## config.mk

```make
export PLATFORM = sky130hd
export DESIGN_NAME = key_value_line_parser_core_flat
export DESIGN_NICKNAME = d
export VERILOG_FILES = /design/src/hdl/kvlp_pkg.sv /design/src/hdl/kvlp_in_if.sv /design/src/hdl/kvlp_out_if.sv /design/src/hdl/kvlp_key_unit.sv /design/src/hdl/key_value_line_parser_core.sv /design/src/flat_wrapper.sv
export VERILOG_INCLUDE_DIRS = /design/src /design/src/hdl
export SDC_FILE = /design/constraint.sdc
export NUM_CORES = 1
export LEC_CHECK = 0
export ABC_AREA = 1
export BUFFER_PORTS_ARGS = -buffer_cell sky130_fd_sc_hd__buf_2
export CORE_MARGIN = 2
export CORE_UTILIZATION = 55
export DETAILED_ROUTE_END_ITERATION = 12
export PLACE_DENSITY = 0.74
export SETUP_SLACK_MARGIN = 0.4
export SLEW_MARGIN = 15
export SYNTH_ARGS = -nofsm -noshare
export SYNTH_HDL_FRONTEND = slang
export SYNTH_HIERARCHICAL = 1
export SYNTH_SLANG_ARGS = --single-unit
```

## constraint.sdc

```tcl
create_clock -name i_clk -period 9.6 [get_ports i_clk]
set_input_delay 1.92 -clock i_clk [delete_from_list [all_inputs] [get_ports i_clk]]
set_output_delay 1.92 -clock i_clk [all_outputs]
set_load 0.005 [all_outputs]
```

## src/hdl/key_value_line_parser_core_defines.svh

```systemverilog
// Assertion macros shared by the key/value line parser RTL.
`ifndef KEY_VALUE_LINE_PARSER_CORE_DEFINES_SVH
`define KEY_VALUE_LINE_PARSER_CORE_DEFINES_SVH

// Same-cycle implication, sampled on i_clk, off during reset.
`define KVLP_ASSERT_NOW(name, ante, cons) \
    name: assert property (@(posedge i_clk) disable iff (!i_rst_n) (ante) |-> (cons)) \
        else $error("kvlp assertion failed");

// Next-cycle implication, sampled on i_clk, off during reset.
`define KVLP_ASSERT_NEXT(name, ante, cons) \
    name: assert property (@(posedge i_clk) disable iff (!i_rst_n) (ante) |=> (cons)) \
        else $error("kvlp assertion failed");

`endif

```

## src/hdl/kvlp_pkg.sv

```systemverilog
// Shared constants, codes and helper functions of the key/value line parser.
package kvlp_pkg;

    localparam int unsigned BYTE_W = 8;
    localparam int unsigned KEY_W  = 32;
    localparam int unsigned MAG_W  = 32;
    localparam int unsigned PROD_W = MAG_W + 4;

    localparam logic [MAG_W-1:0] KEY_MAG_CAP = 32'h8000_0000;
    localparam logic [MAG_W-1:0] KEY_POS_MAX = 32'h7FFF_FFFF;

    // Action codes of an input beat
    localparam logic ACT_BYTE = 1'b0;
    localparam logic ACT_EOL  = 1'b1;

    // Kind codes of an output beat
    localparam logic KIND_VALUE  = 1'b0;
    localparam logic KIND_RESULT = 1'b1;

    // Line status codes
    localparam logic STATUS_OK       = 1'b0;
    localparam logic STATUS_NO_COMMA = 1'b1;

    // Characters
    localparam logic [BYTE_W-1:0] CH_NUL   = 8'h00;
    localparam logic [BYTE_W-1:0] CH_TAB   = 8'h09;
    localparam logic [BYTE_W-1:0] CH_NL    = 8'h0A;
    localparam logic [BYTE_W-1:0] CH_VT    = 8'h0B;
    localparam logic [BYTE_W-1:0] CH_FF    = 8'h0C;
    localparam logic [BYTE_W-1:0] CH_CR    = 8'h0D;
    localparam logic [BYTE_W-1:0] CH_SPACE = 8'h20;
    localparam logic [BYTE_W-1:0] CH_DQUOTE = 8'h22;
    localparam logic [BYTE_W-1:0] CH_SQUOTE = 8'h27;
    localparam logic [BYTE_W-1:0] CH_PLUS  = 8'h2B;
    localparam logic [BYTE_W-1:0] CH_COMMA = 8'h2C;
    localparam logic [BYTE_W-1:0] CH_MINUS = 8'h2D;
    localparam logic [BYTE_W-1:0] CH_ZERO  = 8'h30;
    localparam logic [BYTE_W-1:0] CH_NINE  = 8'h39;

    function automatic logic is_space(input logic [BYTE_W-1:0] b);
        return (b == CH_SPACE) || (b == CH_TAB) || (b == CH_NL) ||
               (b == CH_VT) || (b == CH_FF) || (b == CH_CR);
    endfunction

    function automatic logic is_digit(input logic [BYTE_W-1:0] b);
        return (b >= CH_ZERO) && (b <= CH_NINE);
    endfunction

endpackage

```

## src/hdl/kvlp_in_if.sv

```systemverilog
// Input channel of the key/value line parser: action and line byte.
interface kvlp_in_if;
    logic                          valid;
    logic                          ready;
    logic                          action;
    logic [kvlp_pkg::BYTE_W-1:0]   line_byte;

    modport source (output valid, output action, output line_byte, input ready);
    modport sink   (input valid, input action, input line_byte, output ready);
endinterface

```

## src/hdl/kvlp_out_if.sv

```systemverilog
// Output channel of the key/value line parser: value bytes and line results.
interface kvlp_out_if;
    logic                               valid;
    logic                               ready;
    logic                               kind;
    logic [kvlp_pkg::BYTE_W-1:0]        value_byte;
    logic signed [kvlp_pkg::KEY_W-1:0]  key;
    logic                               status;

    modport source (output valid, output kind, output value_byte, output key,
                    output status, input ready);
    modport sink   (input valid, input kind, input value_byte, input key,
                    input status, output ready);
endinterface

```

## src/hdl/kvlp_key_unit.sv

```systemverilog
// Key arithmetic: decimal digit accumulate with saturation and signed key form.
module kvlp_key_unit (
    input  logic [kvlp_pkg::MAG_W-1:0]         i_mag,
    input  logic                               i_neg,
    input  logic [3:0]                         i_digit,
    output logic [kvlp_pkg::MAG_W-1:0]         o_mag_next,
    output logic signed [kvlp_pkg::KEY_W-1:0]  o_key
);

    logic [kvlp_pkg::PROD_W-1:0] w_sum;
    logic [kvlp_pkg::MAG_W-1:0]  w_pos;

    // mag * 10 + digit as (mag << 3) + (mag << 1) + digit
    assign w_sum = {1'b0, i_mag, 3'b000}
                 + {3'b000, i_mag, 1'b0}
                 + {{(kvlp_pkg::PROD_W-4){1'b0}}, i_digit};

    assign o_mag_next = (w_sum > {4'b0000, kvlp_pkg::KEY_MAG_CAP})
                      ? kvlp_pkg::KEY_MAG_CAP : w_sum[kvlp_pkg::MAG_W-1:0];

    assign w_pos = (i_mag > kvlp_pkg::KEY_POS_MAX) ? kvlp_pkg::KEY_POS_MAX : i_mag;

    assign o_key = i_neg ? $signed(32'd0 - i_mag) : $signed(w_pos);

endmodule

```

## src/hdl/key_value_line_parser_core.sv

```systemverilog
// Top level of the key/value line parser: per-line state and registered output beat.
// An output beat, if any, is registered and appears in the cycle after its input beat is accepted.
// Throughput: one input beat per cycle, limited only by the single output register.
// Input ready stays high while the output register is empty or being drained.
// Reset (synchronous, active low) returns to the leading-space phase with a
// zero key and clears the output valid; no clearing pass is needed.
`include "key_value_line_parser_core_defines.svh"

module key_value_line_parser_core (
    input  logic          i_clk,
    input  logic          i_rst_n,
    kvlp_in_if.sink       i_in,
    kvlp_out_if.source    o_out
);

    typedef enum logic [2:0] {
        PH_SPACE,
        PH_DIGITS,
        PH_SEEK,
        PH_GAP,
        PH_VALUE,
        PH_TAIL,
        PH_DONE
    } t_phase;

    t_phase                              r_phase, n_phase;
    logic [kvlp_pkg::MAG_W-1:0]          r_key_mag, n_key_mag;
    logic                                r_key_neg, n_key_neg;
    logic [kvlp_pkg::BYTE_W-1:0]         r_delim, n_delim;

    logic                                r_out_valid, n_out_valid;
    logic                                r_kind, n_kind;
    logic [kvlp_pkg::BYTE_W-1:0]         r_value_byte, n_value_byte;
    logic signed [kvlp_pkg::KEY_W-1:0]   r_key, n_key;
    logic                                r_status, n_status;

    logic                                w_in_accept;
    logic [kvlp_pkg::MAG_W-1:0]          w_mag_digit;
    logic signed [kvlp_pkg::KEY_W-1:0]   w_key_final;
    logic                                w_line_status;
    logic [kvlp_pkg::BYTE_W-1:0]         w_b;
    logic                                w_eol_accept;
    logic                                w_line_clear;

    assign i_in.ready  = !r_out_valid || o_out.ready;
    assign w_in_accept = i_in.valid && i_in.ready;
    assign w_b         = i_in.line_byte;

    assign w_eol_accept = w_in_accept && (i_in.action == kvlp_pkg::ACT_EOL);
    assign w_line_clear = (r_phase == PH_SPACE) && (r_key_mag == '0) && !r_key_neg;

    kvlp_key_unit u_key (
        .i_mag      (r_key_mag),
        .i_neg      (r_key_neg),
        .i_digit    (w_b[3:0]),
        .o_mag_next (w_mag_digit),
        .o_key      (w_key_final)
    );

    assign w_line_status = (r_phase == PH_GAP || r_phase == PH_VALUE || r_phase == PH_TAIL)
                         ? kvlp_pkg::STATUS_OK : kvlp_pkg::STATUS_NO_COMMA;

    always_comb begin
        n_phase      = r_phase;
        n_key_mag    = r_key_mag;
        n_key_neg    = r_key_neg;
        n_delim      = r_delim;
        n_out_valid  = 1'b0;
        n_kind       = kvlp_pkg::KIND_VALUE;
        n_value_byte = kvlp_pkg::CH_NUL;
        n_key        = '0;
        n_status     = kvlp_pkg::STATUS_OK;

        if (i_in.action == kvlp_pkg::ACT_EOL) begin
            if (r_phase != PH_DONE) begin
                n_out_valid = 1'b1;
                n_kind      = kvlp_pkg::KIND_RESULT;
                n_key       = w_key_final;
                n_status    = w_line_status;
            end
            n_phase   = PH_SPACE;
            n_key_mag = '0;
            n_key_neg = 1'b0;
            n_delim   = kvlp_pkg::CH_NL;
        end else if (r_phase == PH_DONE) begin
            n_phase = PH_DONE;
        end else if (w_b == kvlp_pkg::CH_NUL) begin
            n_out_valid = 1'b1;
            n_kind      = kvlp_pkg::KIND_RESULT;
            n_key       = w_key_final;
            n_status    = w_line_status;
            n_phase     = PH_DONE;
        end else begin
            unique case (r_phase)
                PH_SPACE: begin
                    if (kvlp_pkg::is_space(w_b)) begin
                        n_phase = PH_SPACE;
                    end else if (w_b == kvlp_pkg::CH_PLUS || w_b == kvlp_pkg::CH_MINUS) begin
                        n_key_neg = (w_b == kvlp_pkg::CH_MINUS);
                        n_phase   = PH_DIGITS;
                    end else if (kvlp_pkg::is_digit(w_b)) begin
                        n_key_mag = w_mag_digit;
                        n_phase   = PH_DIGITS;
                    end else if (w_b == kvlp_pkg::CH_COMMA) begin
                        n_phase = PH_GAP;
                    end else begin
                        n_phase = PH_SEEK;
                    end
                end
                PH_DIGITS: begin
                    if (kvlp_pkg::is_digit(w_b)) begin
                        n_key_mag = w_mag_digit;
                    end else begin
                        n_phase = (w_b == kvlp_pkg::CH_COMMA) ? PH_GAP : PH_SEEK;
                    end
                end
                PH_SEEK: begin
                    if (w_b == kvlp_pkg::CH_COMMA) begin
                        n_phase = PH_GAP;
                    end
                end
                PH_GAP: begin
                    if (w_b == kvlp_pkg::CH_SPACE || w_b == kvlp_pkg::CH_TAB) begin
                        n_phase = PH_GAP;
                    end else if (w_b == kvlp_pkg::CH_SQUOTE || w_b == kvlp_pkg::CH_DQUOTE) begin
                        n_delim = w_b;
                        n_phase = PH_VALUE;
                    end else if (w_b == kvlp_pkg::CH_NL) begin
                        n_delim = kvlp_pkg::CH_NL;
                        n_phase = PH_TAIL;
                    end else begin
                        n_delim      = kvlp_pkg::CH_NL;
                        n_phase      = PH_VALUE;
                        n_out_valid  = 1'b1;
                        n_value_byte = w_b;
                    end
                end
                PH_VALUE: begin
                    if (w_b == r_delim) begin
                        n_phase = PH_TAIL;
                    end else begin
                        n_out_valid  = 1'b1;
                        n_value_byte = w_b;
                    end
                end
                default: begin
                    n_phase = r_phase;
                end
            endcase
        end
    end

    // Control state
    always_ff @(posedge i_clk) begin
        if (!i_rst_n) begin
            r_phase     <= PH_SPACE;
            r_key_mag   <= '0;
            r_key_neg   <= 1'b0;
            r_delim     <= kvlp_pkg::CH_NL;
            r_out_valid <= 1'b0;
        end else if (w_in_accept) begin
            r_phase     <= n_phase;
            r_key_mag   <= n_key_mag;
            r_key_neg   <= n_key_neg;
            r_delim     <= n_delim;
            r_out_valid <= n_out_valid;
        end else if (o_out.ready) begin
            r_out_valid <= 1'b0;
        end
    end

    // Output beat payload
    always_ff @(posedge i_clk) begin
        if (w_in_accept && n_out_valid) begin
            r_kind       <= n_kind;
            r_value_byte <= n_value_byte;
            r_key        <= n_key;
            r_status     <= n_status;
        end
    end

    assign o_out.valid      = r_out_valid;
    assign o_out.kind       = r_kind;
    assign o_out.value_byte = r_value_byte;
    assign o_out.key        = r_key;
    assign o_out.status     = r_status;

    `KVLP_ASSERT_NOW(a_mag_capped, 1'b1, r_key_mag <= kvlp_pkg::KEY_MAG_CAP)
    `KVLP_ASSERT_NOW(a_stall_only_when_full, !i_in.ready, r_out_valid && !o_out.ready)
    `KVLP_ASSERT_NEXT(a_eol_restarts, w_eol_accept, w_line_clear)
    `KVLP_ASSERT_NEXT(a_done_silent, w_in_accept && r_phase == PH_DONE, !r_out_valid)

endmodule

```

## src/flat_wrapper.sv

```systemverilog
// flat-port wrapper written by rule: the top's interface ports become plain ports
module key_value_line_parser_core_flat 
  (i_clk, i_rst_n, i_in_valid, i_in_action, i_in_line_byte, i_in_ready, o_out_valid, o_out_kind, o_out_value_byte, o_out_key, o_out_status, o_out_ready);
  kvlp_in_if i_in_i ();
  kvlp_out_if o_out_i ();
  input  logic i_clk;
  input  logic i_rst_n;
  input wire logic [$bits(i_in_i.valid)-1:0] i_in_valid;
  input wire logic [$bits(i_in_i.action)-1:0] i_in_action;
  input wire logic [$bits(i_in_i.line_byte)-1:0] i_in_line_byte;
  output wire logic [$bits(i_in_i.ready)-1:0] i_in_ready;
  output wire logic [$bits(o_out_i.valid)-1:0] o_out_valid;
  output wire logic [$bits(o_out_i.kind)-1:0] o_out_kind;
  output wire logic [$bits(o_out_i.value_byte)-1:0] o_out_value_byte;
  output wire logic [$bits(o_out_i.key)-1:0] o_out_key;
  output wire logic [$bits(o_out_i.status)-1:0] o_out_status;
  input wire logic [$bits(o_out_i.ready)-1:0] o_out_ready;
  assign i_in_i.valid = i_in_valid;
  assign i_in_i.action = i_in_action;
  assign i_in_i.line_byte = i_in_line_byte;
  assign i_in_ready = i_in_i.ready;
  assign o_out_valid = o_out_i.valid;
  assign o_out_kind = o_out_i.kind;
  assign o_out_value_byte = o_out_i.value_byte;
  assign o_out_key = o_out_i.key;
  assign o_out_status = o_out_i.status;
  assign o_out_i.ready = o_out_ready;
  key_value_line_parser_core u_core (.i_clk(i_clk), .i_rst_n(i_rst_n), .i_in(i_in_i), .o_out(o_out_i));
endmodule
```

# --- Word level (Yosys, flattened, before mapping) ---
# Index checks and enable logic that the tools add are counted.
word_totals:
  register_bits: 87
  out_inout_bits: 44
classes:
  add_sub_neg: 3
  magnitude_cmp: 4
  eq_ne: 28
  mux: 64
  n_reduce_logical: 27
op_table:
  columns: ["op", "n"]
  rows:
  - ["two-way mux 32 bit", 13]
  - ["two-way mux 8 bit", 10]
  - ["case mux 32 bit (2 select lines)", 1]
  - ["equality test 8 x 6 -> 1 bit (second input constant)", 6]
  - ["equality test 8 x 4 -> 1 bit (second input constant)", 5]
  - ["adder 35 x 33 -> 36 bit", 1]
  - ["adder 36 x 4 -> 36 bit", 1]
  - ["greater-than comparator 36 x 32 -> 1 bit (second input constant)", 1]
  - ["two-way mux 3 bit", 11]
  - ["greater-than comparator 32 x 31 -> 1 bit (second input constant)", 1]
  - ["subtractor 1 x 32 -> 32 bit (first input constant)", 1]
  - ["two-way mux 1 bit", 26]
  - ["case mux 8 bit (2 select lines)", 1]
  - ["case mux 3 bit (5 select lines)", 1]
  - ["AND reduction 6 bit", 2]
  - ["logical OR 1 bit", 10]
  - ["AND reduction 5 bit", 2]
  - ["equality test 3 bit (second input constant)", 3]
  - ["!= test 3 bit (second input constant)", 3]
  - ["equality test 8 bit", 1]
  - [">= comparator 8 x 6 -> 1 bit (second input constant)", 1]
  - ["<= comparator 8 x 6 -> 1 bit (second input constant)", 1]
  - ["zero test 8 bit", 1]
  - ["!= test 2 bit (second input constant)", 4]
  - ["13 further kinds", 19]

# --- Depth between registers and ports, before layout ---
depth:
  word_depth: 11
  mapped_depth: 25
  depth_no_buf: 24

# --- Cells and area by module ---
# Netlist, hierarchy kept.
by_module_without_submodules:
  columns: ["mod", "n_inst", "cells_each", "area_each_um2", "seq_area_each_um2"]
  rows:
  - ["kvlp_key_unit", 1, 831, 4254.1, 0.0]
  - ["key_value_line_parser_core", 1, 465, 3837.4, 2162.1]

# --- Worst setup path before layout ---
# No wires, ideal clock.
synth_path:
  path_kind: "input-to-reg"
  start: "input i_in_line_byte[3]"
  end: "register u_core/r_key_mag[3] (netlist bit)"
  setup_ns: 0.064
  arrival_time_ns: 4.352
  required_time_ns: 9.536
  slack_ns: 5.184
  cell_stages: 23
  cell_sequence: "inv_1 -> fa_1 -> fa_1 -> inv_1 -> nand2_1 -> nand2_1 -> nand3_1 -> nand2_1 -> nand2_1 -> nand2_1 -> nand2_1 -> nand3_1 -> nand2_1 -> nor2_1 -> nand2_1 -> nor2_1 -> nand2_1 -> nand2_1 -> nand2_2 -> buf_6 -> nor2_2 -> a21oi_1 -> nor2_1"
synth_via:
  elab_chain_len: 10
synth_lines:
  columns: ["item", "line", "source"]
  rows:
  - ["start, declared", "flat_wrapper.sv:10", "input wire logic [$bits(i_in_i.line_byte)-1:0] i_in_line_byte;"]
  - ["adder 36 x 4 -> 36 bit *", "kvlp_key_unit.sv:16", "+ {{(kvlp_pkg::PROD_W-4){1'b0}}, i_digit};"]
  - ["greater-than comparator 36 x 32 -> 1 bit", "kvlp_key_unit.sv:18", "assign o_mag_next = (w_sum > {4'b0000, kvlp_pkg::KEY_MAG_CAP})"]
  - ["two-way mux 32 bit *", "kvlp_key_unit.sv:19", "? kvlp_pkg::KEY_MAG_CAP : w_sum[kvlp_pkg::MAG_W-1:0];"]
  - ["via u_core.w_mag_digit (one bit)", "key_value_line_parser_core.sv:38", "logic [kvlp_pkg::MAG_W-1:0] w_mag_digit;"]
  - ["two-way mux 32 bit *", "key_value_line_parser_core.sv:101, key_value_line_parser_core.sv:111", null]
  - ["two-way mux 32 bit", "key_value_line_parser_core.sv:98", "end else if (w_b == kvlp_pkg::CH_PLUS || w_b == kvlp_pkg::CH_MINUS) begin"]
  - ["two-way mux 32 bit", "key_value_line_parser_core.sv:96", "if (kvlp_pkg::is_space(w_b)) begin"]
  - ["case mux 32 bit (2 select lines) *", "key_value_line_parser_core.sv:94", "unique case (r_phase)"]
  - ["two-way mux 32 bit *", "key_value_line_parser_core.sv:87", "end else if (w_b == kvlp_pkg::CH_NUL) begin"]
  - ["two-way mux 32 bit *", "key_value_line_parser_core.sv:85", "end else if (r_phase == PH_DONE) begin"]
  - ["two-way mux 32 bit *", "key_value_line_parser_core.sv:74", "if (i_in.action == kvlp_pkg::ACT_EOL) begin"]
  - ["end signal, assigned", "key_value_line_parser_core.sv:163", "r_key_mag <= n_key_mag;"]
  - ["end, declared", "key_value_line_parser_core.sv:27", "logic [kvlp_pkg::MAG_W-1:0] r_key_mag, n_key_mag;"]
# The timed path passes the listed nets; every way through them passes the cells marked *. The select of a mux whose other input is x is not followed.
# A chain may end at the register's enable or synchronous reset.

# --- Worst setup path after layout ---
layout_path:
  start: "input i_in_line_byte[3]"
  end: "register u_core/r_key_mag[29] (netlist bit)"
# The elaborated chain is that of the path after synthesis.

==> insert_results.sql <==
INSERT INTO impl_metrics (metric_group, metric, value, unit) VALUES
('status', 'status', 'complete, no violations', ''),
('synthesis', 'yosys_warnings', '6', ''),
('power_and_ir_drop', 'total_leakage_power', '4.557', 'nW'),
('cells_and_area', 'layout.cell_area.non_filler', '0.008728', 'mm²'),
('timing', 'clock_skew', '0.006982', 'ns'),
('setup_path', 'critPathMaxFanout', '31', ''),
('placement', 'placed_cell_area', '0.008459', 'mm²'),
('detailed_routing', 'detailedRoute.firstPassIterationCount', '8', ''),
('synthesis', 'dominant_combinational_cell_family_by_area_after_synthesis', 'simple AND/OR/NAND/NOR gates', ''),
('timing', 'setup-tns-final', '0', 'ns'),
('detailed_routing', 'top_layer_used', 'met4', ''),
('detailed_routing', 'wl_met1', '9775', 'µm'),
('setup_path', 'crit-reg2reg-launch', 'u_core/r_key_mag[2]$_SDFFE_PN0P_', ''),
('clocking', 'clock_pin_slew_worst_setup_and_hold_paths', '0.06', 'ns'),
('synthesis', 'synthSimpleGateAreaFrac', '37.20', '%'),
('timing', 'worstMarginPinSlew', '1.054', 'ns'),
('synthesis', 'synth_xor_xnor_area_share', '1.948', '%'),
('clocking', 'cts_tree', 'built', ''),
('synthesis', 'ys_seq_elements', '87', ''),
('floorplan', 'die_x', '125.3', 'µm'),
('detailed_routing', 'remaining_drc_errors', '0', ''),
('synthesis', 'mappedNetlistArea', '0.008092', 'mm²'),
('min_path', 'hold_depth', '2', ''),
('setup_path', 'critical_path.reg2reg.endpoint', 'u_core/r_key_mag[29]$_SDFFE_PN0P_', ''),
('power_and_ir_drop', 'power.ir.vdd_worst', '0.00009244', 'V'),
('global_routing', 'grt_first_pass_wirelength', '35450', 'µm'),
('synthesis', 'synth-edff-count', '42', ''),
('setup_path', 'worst_setup_path_startpoint', 'i_in_line_byte[3]', ''),
('global_routing', 'grt_overflow', '0', ''),
('synthesis', 'yosys.cell_types.count', '44', ''),
('global_routing', 'first_global_vias', '7557', ''),
('cells_and_area', 'antennaDiodeCount', '0', ''),
('global_routing', 'pin_count_of_the_biggest_net_entering_global_routing', '43', ''),
('cells_and_area', 'drive_above_1_share', '9.308', '%'),
('floorplan', 'std_cell_rows', '44', ''),
('min_path', 'hold_end', 'u_core/r_delim[4]$_SDFFE_PN0P_', ''),
('detailed_routing', 'met3RoutedLength', '1079', 'µm'),
('timing', 'hold_viol', '0', ''),
('clocking', 'htreeDepth', '3', ''),
('clocking', 'cts_hold_buf', '0', ''),
('timing', 'maxClockFrequency', '197.6', 'MHz'),
('power_and_ir_drop', 'power.density_cell_area', '126.8', 'mW/mm²'),
('synthesis', 'synth_compound_area_share', '11.44', '%'),
('synthesis', 'ys.flop_type', 'sky130_fd_sc_hd__dfxtp_1', ''),
('setup_path', 'path_class', 'in -> reg', ''),
('setup_path', 'critPathArrivalTime', '5.34', 'ns'),
('floorplan', 'num_io_pins', '57', ''),
('synthesis', 'ys_async_sr_fraction', '0', '%'),
('synthesis', 'synth-adder-area-share', '10.55', '%'),
('floorplan', 'floorplan.die.height', '125.3', 'µm'),
('cells_and_area', 'multi_input_area', '0.004947', 'mm²'),
('clocking', 'insertion_delay', '0.34', 'ns'),
('placement', 'dpl.hpwl', '16970', 'µm'),
('setup_path', 'cp_data_required_time', '9.88', 'ns'),
('timing', 'max_slew_margin', '29.53', '%'),
('min_path', 'timing.hold.worst.start', 'u_core/r_delim[4]$_SDFFE_PN0P_', ''),
('power_and_ir_drop', 'report.power.total', '1.107', 'mW'),
('placement', 'portBuffers', '56', ''),
('detailed_routing', 'totalWireLength', '21710', 'µm'),
('synthesis', 'seq_area_frac_synth', '26.72', '%'),
('timing', 'setup-violations-final', '0', ''),
('floorplan', 'start_util', '55.88', '%'),
('cells_and_area', 'design.final.nets', '1418', ''),
('setup_path', 'startpoint_type', 'input pin', ''),
('cells_and_area', 'ff_latch_area', '0.002162', 'mm²'),
('placement', 'gp_congestion', '0.9467', ''),
('timing', 'timing.final.crit_share', '52.71', '%'),
('timing', 'fin_crit', '5.060', 'ns'),
('detailed_routing', 'routed_via_density', '5.407', ''),
('synthesis', 'synth.area.mux_share', '0', '%'),
('detailed_routing', 'route.met2.wl', '10050', 'µm');
-- critical path, cell delays in order --
cell                      delay (ns)
sky130_fd_sc_hd__buf_2          0.15
sky130_fd_sc_hd__inv_1          0.09
sky130_fd_sc_hd__fa_1           0.48
sky130_fd_sc_hd__fa_1           0.48
sky130_fd_sc_hd__inv_1          0.11
sky130_fd_sc_hd__nand2_1        0.05
sky130_fd_sc_hd__nand2_1        0.08
sky130_fd_sc_hd__nand3_1        0.07
sky130_fd_sc_hd__nand2_1        0.16
sky130_fd_sc_hd__nand3_1        0.13
sky130_fd_sc_hd__nand3_1        0.11
sky130_fd_sc_hd__nand2_1        0.08
sky130_fd_sc_hd__nand3_1        0.09
sky130_fd_sc_hd__xor2_1         0.17
sky130_fd_sc_hd__nand2_1        0.08
sky130_fd_sc_hd__nor2_2         0.13
sky130_fd_sc_hd__nand2_2        0.44
sky130_fd_sc_hd__nor2_1         0.26
sky130_fd_sc_hd__a21oi_1        0.10
sky130_fd_sc_hd__nor2_1         0.12
-- synthesized netlist by cell type (2+ instances only) --
library cell                 n  area (µm²)
sky130_fd_sc_hd__edfxtp_1   42        1261
sky130_fd_sc_hd__nand3_2     6       60.06
sky130_fd_sc_hd__inv_2      12       45.04
sky130_fd_sc_hd__o21bai_1    5       37.54
sky130_fd_sc_hd__nor3b_1     6       45.04
sky130_fd_sc_hd__nand2_2     8       50.05
sky130_fd_sc_hd__and3_1      4       25.02
sky130_fd_sc_hd__a21boi_0    3       22.52
sky130_fd_sc_hd__xnor2_1    10       87.58
sky130_fd_sc_hd__nor2_2     22       137.6
sky130_fd_sc_hd__o211ai_1    2       15.01
sky130_fd_sc_hd__o21a_1      4       30.03
sky130_fd_sc_hd__clkbuf_1   13       48.80
sky130_fd_sc_hd__a211oi_1    2       15.01
sky130_fd_sc_hd__nor2_1    211       792.0
sky130_fd_sc_hd__buf_6       6       67.56
sky130_fd_sc_hd__nor3_2      2       20.02
sky130_fd_sc_hd__nand3b_1    6       45.04
sky130_fd_sc_hd__buf_2       6       30.03
sky130_fd_sc_hd__nand4_1    20       125.1
sky130_fd_sc_hd__and2_1      3       18.77
sky130_fd_sc_hd__nor3_1     13       65.06
sky130_fd_sc_hd__nand3_1    55       275.3
sky130_fd_sc_hd__nand2_1   339        1272
sky130_fd_sc_hd__dfxtp_1    45       900.9
sky130_fd_sc_hd__o21ai_1    32       160.2
sky130_fd_sc_hd__o21ai_0    25       125.1
sky130_fd_sc_hd__inv_1     207       777.0
sky130_fd_sc_hd__xor2_1      8       70.07
sky130_fd_sc_hd__ha_1       65       813.3
sky130_fd_sc_hd__fa_1        2       40.04
sky130_fd_sc_hd__nor4_1      9       56.30
sky130_fd_sc_hd__nand2_4     2       22.52
sky130_fd_sc_hd__a21oi_1    91       455.4
-- metal layers --
metal / GRT usage [%] / vias up
met1: 34.95 / 3716
met5: 0 / -
met3: 3.808 / 60
met4: 10.92 / 0
met2: 46.74 / 264
li1: - / 4216
-- final cells by class --
cell class                      count  area share (%)
Sequential cell                    87           24.77
Timing Repair Buffer               57           3.297
Tap cell                          184           2.638
Multi-Input combinational cell    962           56.68
Clock inverter                      4          0.2580
Inverter                          221           9.533
Clock buffer                       12           2.824
-- how the worst max path moves through the flow --
stage | slack [ns] | cells past startpoint | to
3_3_place_gp | 4.28 | 20 | u_core/r_key_mag[30]$_SDFFE_PN0P_
3_5_place_dp | 4.22 | 20 | u_core/r_key_mag[29]$_SDFFE_PN0P_
5_1_grt | 4.16 | 20 | u_core/r_key_mag[29]$_SDFFE_PN0P_
2_1_floorplan | 5.18 | 23 | u_core/r_key_mag[3]$_SDFFE_PN0P_
6_report | 4.54 | 20 | u_core/r_key_mag[29]$_SDFFE_PN0P_
4_1_cts | 4.57 | 20 | u_core/r_key_mag[29]$_SDFFE_PN0P_
-- power by group --
part           total [mW]  leakage (nW)  internal [mW]  switching (mW)
Combinational       0.337          3.66          0.114           0.223
Sequential          0.450         0.772          0.419          0.0308
Clock               0.320         0.124          0.181           0.139
-- kinds of logic (layout without fill, tap and decap cells) --
logic type,Yosys count,in the layout
XOR/XNOR,18,18
flip-flops,87,87
AO/OA/AOI/OAI,171,171
AND/OR/NAND/NOR,706,706
buffers and inverters,247,294
adder cells (fa/ha/maj),67,67
-- state kept, by name (all words and copies together) (netlist names) --
signal                   cells
u_core/r_delim               8
u_core/o_out.key            32
u_core/o_out.value_byte      8
u_core/o_out.valid           1
u_core/o_out.kind            1
u_core/r_key_mag            32
u_core/o_out.status          1
u_core/r_key_neg             1
u_core/r_phase               3
-- through the flow --
step,utilization (%),std cells,hold slack (ns),worst slack (ns)
floorplan,-,1296,0.4276,5.184
global placement,58.43,1511,0.4356,4.277
detailed placement,58.43,1511,0.4385,4.224
CTS,60.28,1527,0.4470,4.571
global route,60.28,1527,0.4721,4.159
finish,60.28,1527,0.4447,4.540
-- placed cells by master (no fill, tap or decap), types with 3 or more instances in the layout --
master                      synthesis  layout
sky130_fd_sc_hd__a21boi_0           3       3
sky130_fd_sc_hd__a21oi_1           91      91
sky130_fd_sc_hd__and2_1             3       3
sky130_fd_sc_hd__and3_1             4       4
sky130_fd_sc_hd__buf_2              6      56
sky130_fd_sc_hd__clkbuf_16          0       9
sky130_fd_sc_hd__clkinv_1           1       3
sky130_fd_sc_hd__dfxtp_1           45      45
sky130_fd_sc_hd__edfxtp_1          42      42
sky130_fd_sc_hd__ha_1              65      65
sky130_fd_sc_hd__inv_1            207     207
sky130_fd_sc_hd__inv_2             12      12
sky130_fd_sc_hd__nand2_1          339     339
sky130_fd_sc_hd__nand2_2            8       8
sky130_fd_sc_hd__nand3_1           55      55
sky130_fd_sc_hd__nand3_2            6       6
sky130_fd_sc_hd__nand3b_1           6       6
sky130_fd_sc_hd__nand4_1           20      20
sky130_fd_sc_hd__nor2_1           211     211
sky130_fd_sc_hd__nor2_2            22      22
sky130_fd_sc_hd__nor3_1            13      13
sky130_fd_sc_hd__nor3b_1            6       6
sky130_fd_sc_hd__nor4_1             9       9
sky130_fd_sc_hd__o21a_1             4       4
sky130_fd_sc_hd__o21ai_0           25      25
sky130_fd_sc_hd__o21ai_1           32      32
sky130_fd_sc_hd__o21bai_1           5       5
sky130_fd_sc_hd__xnor2_1           10      10
sky130_fd_sc_hd__xor2_1             8       8
Note: power is estimated with default switching activity, not from simulation.
